--- src/sv/snc_ram.sv ---
`default_nettype none
module snc_ram #(
  parameter int WIDTH = 8,
  parameter int DEPTH = 16
) (
  input  wire logic                     clk,
  input  wire logic                     we,
  input  wire logic [$clog2(DEPTH)-1:0] waddr,
  input  wire logic [WIDTH-1:0]         wdata,
  input  wire logic [$clog2(DEPTH)-1:0] raddr,
  output logic      [WIDTH-1:0]         rdata
);

  logic [WIDTH-1:0] mem [DEPTH];

  always_ff @(posedge clk) begin
    if (we) begin
      mem[waddr] <= wdata;
    end
    rdata <= mem[raddr];
  end

endmodule
`default_nettype wire

--- config.mk ---
export PLATFORM = sky130hd
export DESIGN_NAME = snc_ram
export DESIGN_NICKNAME = d
export VERILOG_FILES = /design/src/sv/snc_ram.sv
export SDC_FILE = /design/constraint.sdc
export NUM_CORES = 1
export LEC_CHECK = 0
export ABC_AREA = 1
export BUFFER_PORTS_ARGS = -buffer_cell sky130_fd_sc_hd__buf_4
export CAP_MARGIN = 20
export CORE_MARGIN = 4
export CORE_UTILIZATION = 58
export DETAILED_ROUTE_END_ITERATION = 8
export HOLD_SLACK_MARGIN = 0.05
export PLACE_DENSITY = 0.72
export SLEW_MARGIN = 15
export SYNTH_ARGS = -nofsm -noshare
export SYNTH_HDL_FRONTEND = slang
export SYNTH_SLANG_ARGS = --single-unit
--- constraint.sdc ---
create_clock -name clk -period 1.6 [get_ports clk]
set_clock_uncertainty 0.05 [all_clocks]
set_input_delay 0.24 -clock clk [delete_from_list [all_inputs] [get_ports clk]]
set_output_delay 0.24 -clock clk [all_outputs]
set_load 0.05 [all_outputs]
==> results.yml <==
synth:
  synth_top_area_frac: 0.6665
  ys_types: 12
  synth_xor_area_frac: 0
  synthMuxAreaShare: 0
  synth_simple_gate_area_frac: 0.2105
  synth_area_mm2: 0.005767
  synthAdderAreaFrac: 0
  synth-seq-cells: 136
  synth-compound-area-share: 0
  synth_top_family_by_area: "simple AND/OR/NAND/NOR gates"
  synth_nets: 569
  seq_area_frac_synth: 0.6943
  yosysTopAreaCell: "edfxtp_1"
  synthCells: 551
  synth.top_cells.by_area: "edfxtp_1 67%, nand2_1 11%, nand3_1 8.4%"
  synth_warnings: 0
  syn_area_per_cell_um2: 10.47
die:
  ios: 26
  start_util: 0.5927
  dieArea_mm2: 0.01160
  fp.dieH_um: 107.7
  core-area_mm2: 0.009729
  rows: 36
  die_w_um: 107.7
global_routing:
  grt_pass1_vias: 3914
  track_usage: 0.2309
  antenna_found_initial: 0
  grt_max_degree: 65
  grt_overflow: 0
  grt_pass1_wl_um: 19620
setup_path:
  end_kind: "output pin"
  cp_top_family: "flip-flops"
  critical_path.max_stage_delay_ns: 0.35
  worst_path_max_delay_cell: "dfxtp_1"
  critPathKind: "reg -> out"
  required_ns: 1.31
  cp-start-kind: "flip-flop"
  path_cells: "buf_4"
  critPathArrivalTime_ns: 1.08
  cp_num_buf_inv: 1
  crit_fanout: 1
clock_tree:
  ctsHoldBuffers: 7
  cts_tree: "built"
  cts_setup_buffers: 0
  cts_made_buffers: 17
  clk_pin_slew_ns: 0.06
  clk_path_buf_depth: 2
  cts_resized: 0
  clock_latency_ns: 0.51
  htree_levels: 4
  clock_sinks: 136
  root_buffer: "clkbuf_8"
finish:
  fillCellCount: 717
  area_growth_pct: 18.44
  final_nets: 617
  final_cell_area_mm2: 0.006830
  layout_commonest_cell: "nand2_1"
  drive_gt1_frac: 0.1260
  final_core_util: 0.7020
  antenna_cells: 0
  layout_common_cells: "173 x nand2_1, 128 x edfxtp_1, 100 x inv_1"
route:
  initialDrtViolationCount: 339
  ant_nets: 0
  wirelength_um: 12630
  drt_first_pass_iters: 5
  vias: 3884
  vias_per_cell: 5.220
  drc: 0
  wl_per_cell_um: 16.98
power_and_ir_drop:
  p_per_area_mw_per_mm2: 1249
  ir_drop_mv: 0.6429
  total_power_w: 0.008531
  p_leak_nw: 2.982
timing:
  timing.hold.ws_ns: 0.06245
  tightest_slew_ns: 0.4791
  fin_crit_ns: 1.366
  final.setup.tns_ns: 0
  max_slew_margin: 0.6803
  final_max_slew_viol_count: 0
  finalHoldViolations: 0
  clock.fmax_ghz: 0.7318
  setup_viol: 0
  rsz0062_at_grt: "false"
  finalCritPeriodShare: 0.8541
run_status:
  status: "completed"
hold_path:
  holdCritPathClass: "in -> reg"
placement:
  dpl.hpwl_um: 7489
  io_buffers: 25
  placed_area_mm2: 0.006162
  globalplace.congestion: 0.8757
flow_run:
  cap_viol_max_count: 0
-- power by group --
part / internal (W) / leakage, nW / switching, W / total [W]
Sequential: 0.00398 / 1.22 / 0.0000248 / 0.00401
Clock: 0.00251 / 0.288 / 0.00140 / 0.00391
Combinational: 0.000190 / 1.47 / 0.000420 / 0.000610
Total: 0.00668 / 2.98 / 0.00185 / 0.00853
-- registers in the layout (all words and copies together) (netlist names) --
signal  cells
mem       128
rdata       8
-- stage by stage --
step           std cells  setup WS, ns
5_1_grt              744        0.1972
3_3_place_gp         706        0.2505
6_report             744        0.2335
4_1_cts              744        0.2131
2_1_floorplan        551        0.3592
3_5_place_dp         706        0.2316
-- area by class of cell --
cell class | count | area, µm² | area share
clock buffer | 18 | 417.9 | 0.06118
clock inverter | 13 | 180.2 | 0.02638
inverter | 102 | 382.9 | 0.05605
multi-input combinational | 289 | 1214 | 0.1777
sequential | 136 | 4004 | 0.5862
tap | 133 | 166.4 | 0.02436
timing repair buffer | 53 | 465.4 | 0.06814
-- metal layers --
metal  wire [µm]  vias up  part of all wire  global-route usage
met5           0        -                 0                   0
met1        5041     1827              0.40              0.2939
met2        6276      162              0.50              0.3788
li1            -     1866                 -                   -
met4         311        0             0.025              0.1019
met3        1002       29             0.079             0.05399
-- synth_stat cells --
cell type	n
nand3b_1	2
nand3_1	97
buf_4	4
nor2_1	17
dfxtp_1	8
inv_2	2
nand2_1	173
buf_6	6
buf_2	13
buf_1	1
inv_1	100
edfxtp_1	128
-- cells by family after synthesis --
logic type             after synthesis
flip-flops                         136
buffers and inverters              126
AND/OR/NAND/NOR                    289
-- path summary, 6_finish.rpt --
path	from	end	slack, ns	cells past startpoint
worst max-delay path	rdata[6]$_DFF_P_	rdata[6]	0.23	1
worst min-delay path	wdata[3]	mem[7][3]$_DFFE_PP_	0.06	1
worst max register to register	mem[5][3]$_DFFE_PP_	rdata[3]$_DFF_P_	0.52	6
worst min register to register	mem[12][2]$_DFFE_PP_	rdata[2]$_DFF_P_	0.61	6
No activity file was read; power rests on OpenSTA's default activity.
